$ cat config.mk
export PLATFORM = sky130hd
export DESIGN_NAME = int8_dense_mac_requantize_top
export DESIGN_NICKNAME = d
export VERILOG_FILES = /design/src/rtl/idmr_pkg.sv /design/src/rtl/int8_dense_mac_requantize_top.sv /design/src/rtl/idmr_front.sv /design/src/rtl/idmr_queue.sv /design/src/rtl/idmr_back.sv
export SDC_FILE = /design/constraint.sdc
export NUM_CORES = 2
export LEC_CHECK = 0
export BUFFER_PORTS_ARGS = -buffer_cell sky130_fd_sc_hd__buf_2
export CAP_MARGIN = 5
export CORE_MARGIN = 5
export CORE_UTILIZATION = 67
export CTS_CLUSTER_DIAMETER = 50
export DETAILED_ROUTE_END_ITERATION = 8
export PLACE_DENSITY_LB_ADDON = 0.25
export SETUP_SLACK_MARGIN = 0.4
export SLEW_MARGIN = 25
export SYNTH_ARGS = -nofsm -noshare
export SYNTH_HDL_FRONTEND = slang
export SYNTH_HIERARCHICAL = 1
export SYNTH_SLANG_ARGS = --single-unit
$ cat constraint.sdc
create_clock -name i_clk -period 11.9 [get_ports i_clk]
set_clock_uncertainty 0.1 [all_clocks]
set_input_delay 1.785 -clock i_clk [delete_from_list [all_inputs] [get_ports i_clk]]
set_output_delay 1.785 -clock i_clk [all_outputs]
set_load 0.01 [all_outputs]
$ cat src/rtl/idmr_pkg.sv
`default_nettype none
package idmr_pkg;

    // depth of the queue between the accumulate front and the requantize back
    localparam int QUEUE_DEPTH = 4;

    localparam int CFG_IDX_W  = 3;
    localparam int CFG_DATA_W = 32;

    localparam logic [CFG_IDX_W-1:0] CFG_IN_OFF  = 3'd0;
    localparam logic [CFG_IDX_W-1:0] CFG_OUT_OFF = 3'd1;
    localparam logic [CFG_IDX_W-1:0] CFG_MULT    = 3'd2;
    localparam logic [CFG_IDX_W-1:0] CFG_EXPO    = 3'd3;
    localparam logic [CFG_IDX_W-1:0] CFG_ACT_LO  = 3'd4;
    localparam logic [CFG_IDX_W-1:0] CFG_ACT_HI  = 3'd5;

    localparam logic signed [8:0]  RST_IN_OFF  = 9'sd0;
    localparam logic signed [7:0]  RST_OUT_OFF = 8'sd0;
    localparam logic signed [31:0] RST_MULT    = 32'sh4000_0000;
    localparam logic signed [5:0]  RST_EXPO    = 6'sd0;
    localparam logic signed [7:0]  RST_ACT_LO  = -8'sd128;
    localparam logic signed [7:0]  RST_ACT_HI  = 8'sd127;

    localparam logic signed [31:0] WORD_MIN   = 32'sh8000_0000;
    localparam logic signed [31:0] WORD_MAX   = 32'sh7fff_ffff;
    localparam logic signed [63:0] ROUND_HALF = 64'sh0000_0000_4000_0000;

    typedef struct packed {
        logic signed [8:0]  in_off;
        logic signed [7:0]  out_off;
        logic signed [31:0] mult;
        logic signed [5:0]  expo;
        logic signed [7:0]  act_lo;
        logic signed [7:0]  act_hi;
    } t_cfg;

    typedef struct packed {
        logic empty;
        logic full;
        logic afull;   // one slot left
    } t_q_status;

endpackage
`default_nettype wire

$ cat src/rtl/int8_dense_mac_requantize_top.sv
`default_nettype none
// int8 dense layer unit: multiply-accumulate with requantization to int8.
//
// Input channel (i_valid / o_stall): one beat per activation/weight pair.
// The beat with i_last set also carries the unit's bias and closes the
// dot product; a result beat follows on the output channel
// (o_valid / i_stall) and the accumulator starts again from zero.
// Config channel (i_cfg_valid / o_cfg_ready, always ready): write register
// i_cfg_index with i_cfg_data while no beats are in flight.
//
// Throughput: one input beat per cycle while o_stall is low, set by the
// single MAC in the front. A last beat that finds nothing waiting in the
// queue ahead of it passes one MAC stage, the queue write, then the
// multiply, rounding and shift/clamp stages in the back to o_valid.
// The front and back are split by a QUEUE_DEPTH-entry queue: when the
// receiver stalls, results back up into the queue and o_stall rises once
// it is full, or one slot short of full while a last beat is about to be
// written; non-last beats keep flowing until then.
// Reset clears the accumulator, the queue and all valids, and restores
// the register defaults (multiplier 2^30, clamps -128..127).
module int8_dense_mac_requantize_top #(
    parameter int QUEUE_DEPTH = idmr_pkg::QUEUE_DEPTH
) (
    input  wire logic                           i_clk,
    input  wire logic                           i_rst_n,
    input  wire logic                           i_valid,
    output logic                                o_stall,
    input  wire logic signed [7:0]              i_activation,
    input  wire logic signed [7:0]              i_weight,
    input  wire logic signed [31:0]             i_bias,
    input  wire logic                           i_last,
    output logic                                o_valid,
    input  wire logic                           i_stall,
    output logic signed [7:0]                   o_result,
    input  wire logic                           i_cfg_valid,
    output logic                                o_cfg_ready,
    input  wire logic [idmr_pkg::CFG_IDX_W-1:0]  i_cfg_index,
    input  wire logic [idmr_pkg::CFG_DATA_W-1:0] i_cfg_data
);

    idmr_pkg::t_cfg      r_cfg;
    idmr_pkg::t_q_status w_q_status;
    logic                w_push;
    logic [31:0]         w_push_data;
    logic                w_pop;
    logic [31:0]         w_q_data;

    assign o_cfg_ready = 1'b1;

    always_ff @(posedge i_clk) begin
        if (!i_rst_n) begin
            r_cfg.in_off  <= idmr_pkg::RST_IN_OFF;
            r_cfg.out_off <= idmr_pkg::RST_OUT_OFF;
            r_cfg.mult    <= idmr_pkg::RST_MULT;
            r_cfg.expo    <= idmr_pkg::RST_EXPO;
            r_cfg.act_lo  <= idmr_pkg::RST_ACT_LO;
            r_cfg.act_hi  <= idmr_pkg::RST_ACT_HI;
        end else if (i_cfg_valid && o_cfg_ready) begin
            case (i_cfg_index)
                idmr_pkg::CFG_IN_OFF:  r_cfg.in_off  <= i_cfg_data[8:0];
                idmr_pkg::CFG_OUT_OFF: r_cfg.out_off <= i_cfg_data[7:0];
                idmr_pkg::CFG_MULT:    r_cfg.mult    <= i_cfg_data[31:0];
                idmr_pkg::CFG_EXPO:    r_cfg.expo    <= i_cfg_data[5:0];
                idmr_pkg::CFG_ACT_LO:  r_cfg.act_lo  <= i_cfg_data[7:0];
                idmr_pkg::CFG_ACT_HI:  r_cfg.act_hi  <= i_cfg_data[7:0];
                default: ;
            endcase
        end
    end

    idmr_front u_front (
        .i_clk        (i_clk),
        .i_rst_n      (i_rst_n),
        .i_cfg        (r_cfg),
        .i_q_status   (w_q_status),
        .i_valid      (i_valid),
        .o_stall      (o_stall),
        .i_activation (i_activation),
        .i_weight     (i_weight),
        .i_bias       (i_bias),
        .i_last       (i_last),
        .o_push       (w_push),
        .o_push_data  (w_push_data)
    );

    idmr_queue #(
        .DEPTH (QUEUE_DEPTH),
        .WIDTH (32)
    ) u_queue (
        .i_clk    (i_clk),
        .i_rst_n  (i_rst_n),
        .i_push   (w_push),
        .i_data   (w_push_data),
        .i_pop    (w_pop),
        .o_data   (w_q_data),
        .o_status (w_q_status)
    );

    idmr_back u_back (
        .i_clk    (i_clk),
        .i_rst_n  (i_rst_n),
        .i_cfg    (r_cfg),
        .i_empty  (w_q_status.empty),
        .i_data   (w_q_data),
        .o_pop    (w_pop),
        .o_valid  (o_valid),
        .i_stall  (i_stall),
        .o_result (o_result)
    );

    a_no_push_full: assert property (@(posedge i_clk) disable iff (!i_rst_n)
        w_push |-> (!w_q_status.full || w_pop))
        else $error("queue overflow");

    a_no_pop_empty: assert property (@(posedge i_clk) disable iff (!i_rst_n)
        w_pop |-> !w_q_status.empty)
        else $error("queue underflow");

    a_stall_when_full: assert property (@(posedge i_clk) disable iff (!i_rst_n)
        w_q_status.full |-> o_stall)
        else $error("input not stalled with full queue");

    a_push_no_pop_fills: assert property (@(posedge i_clk) disable iff (!i_rst_n)
        (w_q_status.afull && w_push && !w_pop) |=> w_q_status.full)
        else $error("queue count lost a beat");

endmodule
`default_nettype wire

$ cat src/rtl/idmr_front.sv
`default_nettype none
module idmr_front (
    input  wire logic               i_clk,
    input  wire logic               i_rst_n,
    input  wire idmr_pkg::t_cfg     i_cfg,
    input  wire idmr_pkg::t_q_status i_q_status,
    input  wire logic               i_valid,
    output logic                    o_stall,
    input  wire logic signed [7:0]  i_activation,
    input  wire logic signed [7:0]  i_weight,
    input  wire logic signed [31:0] i_bias,
    input  wire logic               i_last,
    output logic                    o_push,
    output logic [31:0]             o_push_data
);

    logic               r_s1_valid;
    logic               r_s1_last;
    logic signed [17:0] r_s1_prod;
    logic [31:0]        r_s1_bias;
    logic [31:0]        r_acc;

    logic               w_accept;
    logic signed [9:0]  w_act_off;
    logic signed [17:0] w_prod;
    logic [31:0]        w_sum;

    // a last beat in stage 1 will take a slot next edge; keep room for the new beat too
    assign o_stall  = i_q_status.full ||
                      (i_q_status.afull && r_s1_valid && r_s1_last);
    assign w_accept = i_valid && !o_stall;

    assign w_act_off = 10'(i_activation) + 10'(i_cfg.in_off);
    assign w_prod    = 18'(w_act_off) * 18'(i_weight);

    always_ff @(posedge i_clk) begin
        if (!i_rst_n) begin
            r_s1_valid <= 1'b0;
        end else begin
            r_s1_valid <= w_accept;
        end
    end

    always_ff @(posedge i_clk) begin
        if (w_accept) begin
            r_s1_prod <= w_prod;
            r_s1_bias <= i_bias;
            r_s1_last <= i_last;
        end
    end

    assign w_sum       = r_acc + 32'(r_s1_prod);
    assign o_push      = r_s1_valid && r_s1_last;
    assign o_push_data = w_sum + r_s1_bias;

    always_ff @(posedge i_clk) begin
        if (!i_rst_n) begin
            r_acc <= '0;
        end else if (r_s1_valid) begin
            r_acc <= r_s1_last ? '0 : w_sum;
        end
    end

endmodule
`default_nettype wire

$ cat src/rtl/idmr_queue.sv
`default_nettype none
module idmr_queue #(
    parameter int DEPTH = idmr_pkg::QUEUE_DEPTH,
    parameter int WIDTH = 32
) (
    input  wire logic             i_clk,
    input  wire logic             i_rst_n,
    input  wire logic             i_push,
    input  wire logic [WIDTH-1:0] i_data,
    input  wire logic             i_pop,
    output logic [WIDTH-1:0]      o_data,
    output idmr_pkg::t_q_status   o_status
);

    localparam int PTR_W = (DEPTH > 1) ? $clog2(DEPTH) : 1;
    localparam int CNT_W = $clog2(DEPTH + 1);
    localparam logic [PTR_W-1:0] LAST_PTR = PTR_W'(DEPTH - 1);
    localparam logic [CNT_W-1:0] FULL_CNT = CNT_W'(DEPTH);
    localparam logic [CNT_W-1:0] AFULL_CNT = CNT_W'(DEPTH - 1);

    logic [WIDTH-1:0] r_mem [DEPTH];
    logic [PTR_W-1:0] r_head;
    logic [PTR_W-1:0] r_tail;
    logic [CNT_W-1:0] r_count;

    always_ff @(posedge i_clk) begin
        if (!i_rst_n) begin
            r_head  <= '0;
            r_tail  <= '0;
            r_count <= '0;
        end else begin
            if (i_push) begin
                r_tail <= (r_tail == LAST_PTR) ? '0 : r_tail + 1'b1;
            end
            if (i_pop) begin
                r_head <= (r_head == LAST_PTR) ? '0 : r_head + 1'b1;
            end
            case ({i_push, i_pop})
                2'b10:   r_count <= r_count + 1'b1;
                2'b01:   r_count <= r_count - 1'b1;
                default: r_count <= r_count;
            endcase
        end
    end

    always_ff @(posedge i_clk) begin
        if (i_push) begin
            r_mem[r_tail] <= i_data;
        end
    end

    assign o_data         = r_mem[r_head];
    assign o_status.empty = (r_count == '0);
    assign o_status.full  = (r_count == FULL_CNT);
    assign o_status.afull = (r_count == AFULL_CNT);

endmodule
`default_nettype wire

$ cat src/rtl/idmr_back.sv
`default_nettype none
module idmr_back (
    input  wire logic        i_clk,
    input  wire logic        i_rst_n,
    input  wire idmr_pkg::t_cfg i_cfg,
    input  wire logic        i_empty,
    input  wire logic [31:0] i_data,
    output logic             o_pop,
    output logic             o_valid,
    input  wire logic        i_stall,
    output logic signed [7:0] o_result
);

    logic               w_en;
    logic               r_b1_valid;
    logic               r_b1_sat;
    logic signed [63:0] r_b1_prod;
    logic               r_b2_valid;
    logic signed [31:0] r_b2_high;
    logic               r_out_valid;
    logic signed [7:0]  r_result;

    logic signed [63:0] w_round;
    logic [5:0]         w_neg_exp;
    logic [4:0]         w_rsh;
    logic signed [31:0] w_shifted;
    logic signed [32:0] w_biased;
    logic signed [32:0] w_lo_clamped;
    logic signed [32:0] w_clamped;

    // whole pipe advances together whenever the output register can move
    assign w_en  = !r_out_valid || !i_stall;
    assign o_pop = w_en && !i_empty;

    // round-to-nearest high half; both signs reduce to floor((p + 2^30) / 2^31)
    assign w_round = r_b1_prod + idmr_pkg::ROUND_HALF;

    // exponent -32 saturates to a right shift of 31
    assign w_neg_exp = 6'(-i_cfg.expo);
    assign w_rsh     = w_neg_exp[5] ? 5'd31 : w_neg_exp[4:0];
    assign w_shifted = (i_cfg.expo > 6'sd0) ? (r_b2_high <<  i_cfg.expo[4:0])
                                            : (r_b2_high >>> w_rsh);

    // limits are int8, so clamping to them also keeps the value in -128..127
    assign w_biased     = 33'(w_shifted) + 33'(i_cfg.out_off);
    assign w_lo_clamped = (w_biased < 33'(i_cfg.act_lo)) ? 33'(i_cfg.act_lo) : w_biased;
    assign w_clamped    = (w_lo_clamped > 33'(i_cfg.act_hi)) ? 33'(i_cfg.act_hi)
                                                             : w_lo_clamped;

    always_ff @(posedge i_clk) begin
        if (!i_rst_n) begin
            r_b1_valid  <= 1'b0;
            r_b2_valid  <= 1'b0;
            r_out_valid <= 1'b0;
        end else if (w_en) begin
            r_b1_valid  <= !i_empty;
            r_b2_valid  <= r_b1_valid;
            r_out_valid <= r_b2_valid;
        end
    end

    always_ff @(posedge i_clk) begin
        if (w_en) begin
            r_b1_prod <= $signed(i_data) * i_cfg.mult;
            r_b1_sat  <= ($signed(i_data) == idmr_pkg::WORD_MIN) &&
                         (i_cfg.mult == idmr_pkg::WORD_MIN);
            r_b2_high <= r_b1_sat ? idmr_pkg::WORD_MAX : w_round[62:31];
            r_result  <= w_clamped[7:0];
        end
    end

    assign o_valid  = r_out_valid;
    assign o_result = r_result;

endmodule
`default_nettype wire

==> results.toml <==
[yosys]
yosys.area_share.simple_pct = 14.2
syn-num-nets = 8103
synth_area_leaders = "fa_1 37%, edfxtp_1 12%, ha_1 8.0%"
synth_top_area_share_pct = 36.8
synth_compound_gate_area_share_pct = 7.45
synth_top_family_by_area = "adder cells"
synth-seq-area-share_pct = 16.0
postSynthCellCount = 6481
synth.area.mux_share_pct = 5.05
synthAdderAreaFrac_pct = 44.8
synth_seq_cells = 369
synth.largest_area_cell = "fa_1"
synthArstFlopShare_pct = 0
syn_avg_cell_area_sq_um = 9.55
yosys_most_used_dff = "edfxtp_1"
synthDistinctLibCells = 105
synth_xor_area_share_pct = 2.74
syn_area_sq_um = 61900
synth_edf_count = 253
yosysWarnings = 6

[sta]
worst_slew_pin_slew_ns = 1.18
slew_headroom_pct = 21.2
clock.fmax_mhz = 92.9
setup_tns_ns = 0
finalCriticalPeriod_ns = 10.77
rsz0062_at_grt = "false"
finalHoldViolCount = 0
finalSetupViolations = 0
timing.final.ws_setup_ns = 1.13
finalCritPeriodShare_pct = 90.5
finalMaxSlewViolations = 0
hold-worst-slack_ns = 0.358

[cells_and_area]
drive_gt1_share_pct = 5.90
fin_util_pct = 70.6
area_delta_synth_final_pct = 4.53
nets = 8023
stdcell_count = 7624

[critical_path]
crit_path_max_fanout = 35
cp_slowest_cell = "dfxtp_1"
worst_setup_path_start_kind = "flip-flop"
cp-endpoint = "u_back/o_result[5]$_DFFE_PN_"
reg2reg_setup_slack_ns = 1.13
path_buf_inv = 2
critPathLaunch = "r_cfg[20]$_SDFFE_PN0P_"
r2r_start = "r_cfg[20]$_SDFFE_PN0P_"
required_ns = 12.15
crit_type = "reg2reg"
cpPeakStageDelay_ns = 0.79
r2r-end = "u_back/o_result[5]$_DFFE_PN_"
crit_cells = 42
critPathCaptureType = "flip-flop"
worstPathArrival_ns = 11.02
r2r_cells = 42
cp_top_family = "compound AO/OA/AOI/OAI gates"

[clocking]
cts_tree = "done"
clk_path_buf_depth = 3
cts-buffers-inserted = 44
clock-root-buffer = "clkbuf_16"
postCtsSetupRepairBufs = 0
h-tree-depth = 2
cts.sinks = 369
clkSlewWorstSetupHoldPaths_ns = 0.06
ctsHoldBuffers = 0
post_cts_resized = 0
clk_latency_ns = 0.62

[placement]
io_buffers = 98
detailedPlacementHpwl_um = 127000
gp_congestion = 0.974
pre_cts_ws_ns = 1.24
place_inst = 7540

[floorplanning]
dieArea_sq_um = 98500
die_w_um = 314
start_util_pct = 67.5
coreArea_sq_um = 91700
dieHeight_um = 314
io_pins = 100
core.rowCount = 111

[job]
maxCapViolations = 0

[route]
drtAntennaViolNets = 0
dr_total_vias = 46000
drtIter0Drc = 4626
drc = 0
wirelength_um = 169000
first_pass_iters = 8
wl_per_cell_um = 22.1
vias_per_cell = 6.04

[power]
p_leak_nw = 29.5
power_density_nw_per_um2 = 216
vdd_ir_drop_max_mv = 0.279

[global_routing]
grt_pass1_wl_um = 269000
grtUsageTotal_pct = 34.9
antenna_found_initial = 1
grt_pass1_vias = 48700
grt_max_degree = 76
grt_overflow = 0

[status]
outcome = "complete, no violations"

[hold_path]
hold_start = "r_cfg[42]$_SDFFE_PN0P_"
hp-class = "reg2reg"
how the worst min path moves through the flow:
stage                             end  slack [ns]  depth (start not counted)
2_1_floorplan  r_cfg[28]$_SDFFE_PN0P_        0.33                          2
3_3_place_gp   r_cfg[43]$_SDFFE_PN0P_        0.34                          2
6_report       r_cfg[42]$_SDFFE_PN0P_        0.36                          2
4_1_cts        r_cfg[43]$_SDFFE_PN0P_        0.36                          2
3_5_place_dp   r_cfg[42]$_SDFFE_PN0P_        0.35                          2
5_1_grt        r_cfg[43]$_SDFFE_PN0P_        0.37                          2
cell families (layout without fill, tap and decap cells):
group                      after synthesis  in the layout
and+or+nand+nor                       1863           1863
buffers and inverters                 1576           1532
adders and majority gates             1533           1533
AOI/OAI and AO/OA                      707            707
DFF                                    369            369
muxes                                  242            242
xor gates and xnor gates               190            190
other                                    1              2
cell type report:
type                            count  area, sq um
Inverter                         1275         4790
Antenna cell                        1         2.50
Fill cell                        6928        27000
Sequential cell                   369         9920
Tap cell                         1186         1480
Multi-Input combinational cell   4536        45900
Clock inverter                     23          223
Timing Repair Buffer              175         1080
Clock buffer                       59         1240
sequential cells by signal, indices dropped and copies added, names as in the netlist, 2 cells and up, named ones only:
name and flops:
u_front/r_acc 32, u_queue/r_count 3, u_front/r_s1_bias 32, u_back/r_b1_prod 33
u_back/r_b2_high 32, u_front/r_s1_prod 18, u_back/o_result 8, r_cfg 71
u_queue/r_tail 2, u_queue/r_mem 128, u_queue/r_head 2
per-layer routing:
| layer | wire length [um] | global-route usage (%) |
|---|---|---|
| met3 | 19000 | 9.18 |
| met2 | 77900 | 55.9 |
| met4 | 7100 | 12.1 |
| met1 | 64600 | 46.8 |
| met5 | 0 | 0 |
power by group:
group	leakage, nW	internal [mW]	switching [mW]
clock network	0.712	0.756	0.581
logic	25.4	3.82	6.40
registers	3.37	2.12	0.295
per-stage QoR:
stage               instance area [sq um]  power [mW]
floorplan                           61900        9.52
global placement                    63200        12.1
detailed placement                  63200        12.4
CTS                                 64700        13.8
global route                        64700        15.1
finish                              64700        14.0
synth_stat cells (40+ instances only):
| master | n |
|---|---|
| inv_1 | 1273 |
| fa_1 | 1137 |
| nand2_1 | 1047 |
| ha_1 | 396 |
| and2_1 | 287 |
| clkbuf_1 | 257 |
| edfxtp_1 | 253 |
| a21oi_1 | 200 |
| mux2i_1 | 163 |
| nor2_1 | 132 |
| o21ai_0 | 131 |
| xnor2_1 | 131 |
| dfxtp_1 | 116 |
| nor2b_1 | 92 |
| nand2b_1 | 88 |
| a21o_1 | 77 |
| xor2_1 | 57 |
| mux4_2 | 51 |
| a211oi_1 | 44 |
| nand3_1 | 40 |
| nand4_1 | 40 |
cell usage in the layout (no fill, tap or decap), types with 9 or more instances in the layout:
cell type  synthesis  routed
inv_1           1273    1273
fa_1            1137    1137
nand2_1         1047    1046
ha_1             396     396
and2_1           287     286
edfxtp_1         253     253
a21oi_1          200     200
mux2i_1          163     163
nor2_1           132     131
o21ai_0          131     131
xnor2_1          131     131
dfxtp_1          116     112
buf_2             17      97
nor2b_1           92      92
nand2b_1          88      88
buf_4             12      77
a21o_1            77      77
xor2_1            57      57
mux4_2            51      50
clkbuf_16          0      46
a211oi_1          44      44
nand4_1           40      40
nand3_1           40      40
o21bai_1          35      35
and3_1            34      34
nor3_1            27      27
a31oi_1           27      27
mux2_2            26      26
o21a_1            25      25
a22oi_1           21      21
nor4_1            18      18
o22ai_1           18      18
o221ai_1          12      12
o211ai_1          11      11
a21boi_0           9       9
tightest hold or removal path, delay by kind of cell, from the launching register on:
kind / cells / cell delay (ns)
simple gates: 1 / 0.05
flops: 1 / 0.31
mux: 1 / 0.05
No activity file was read; power rests on OpenSTA's default activity.
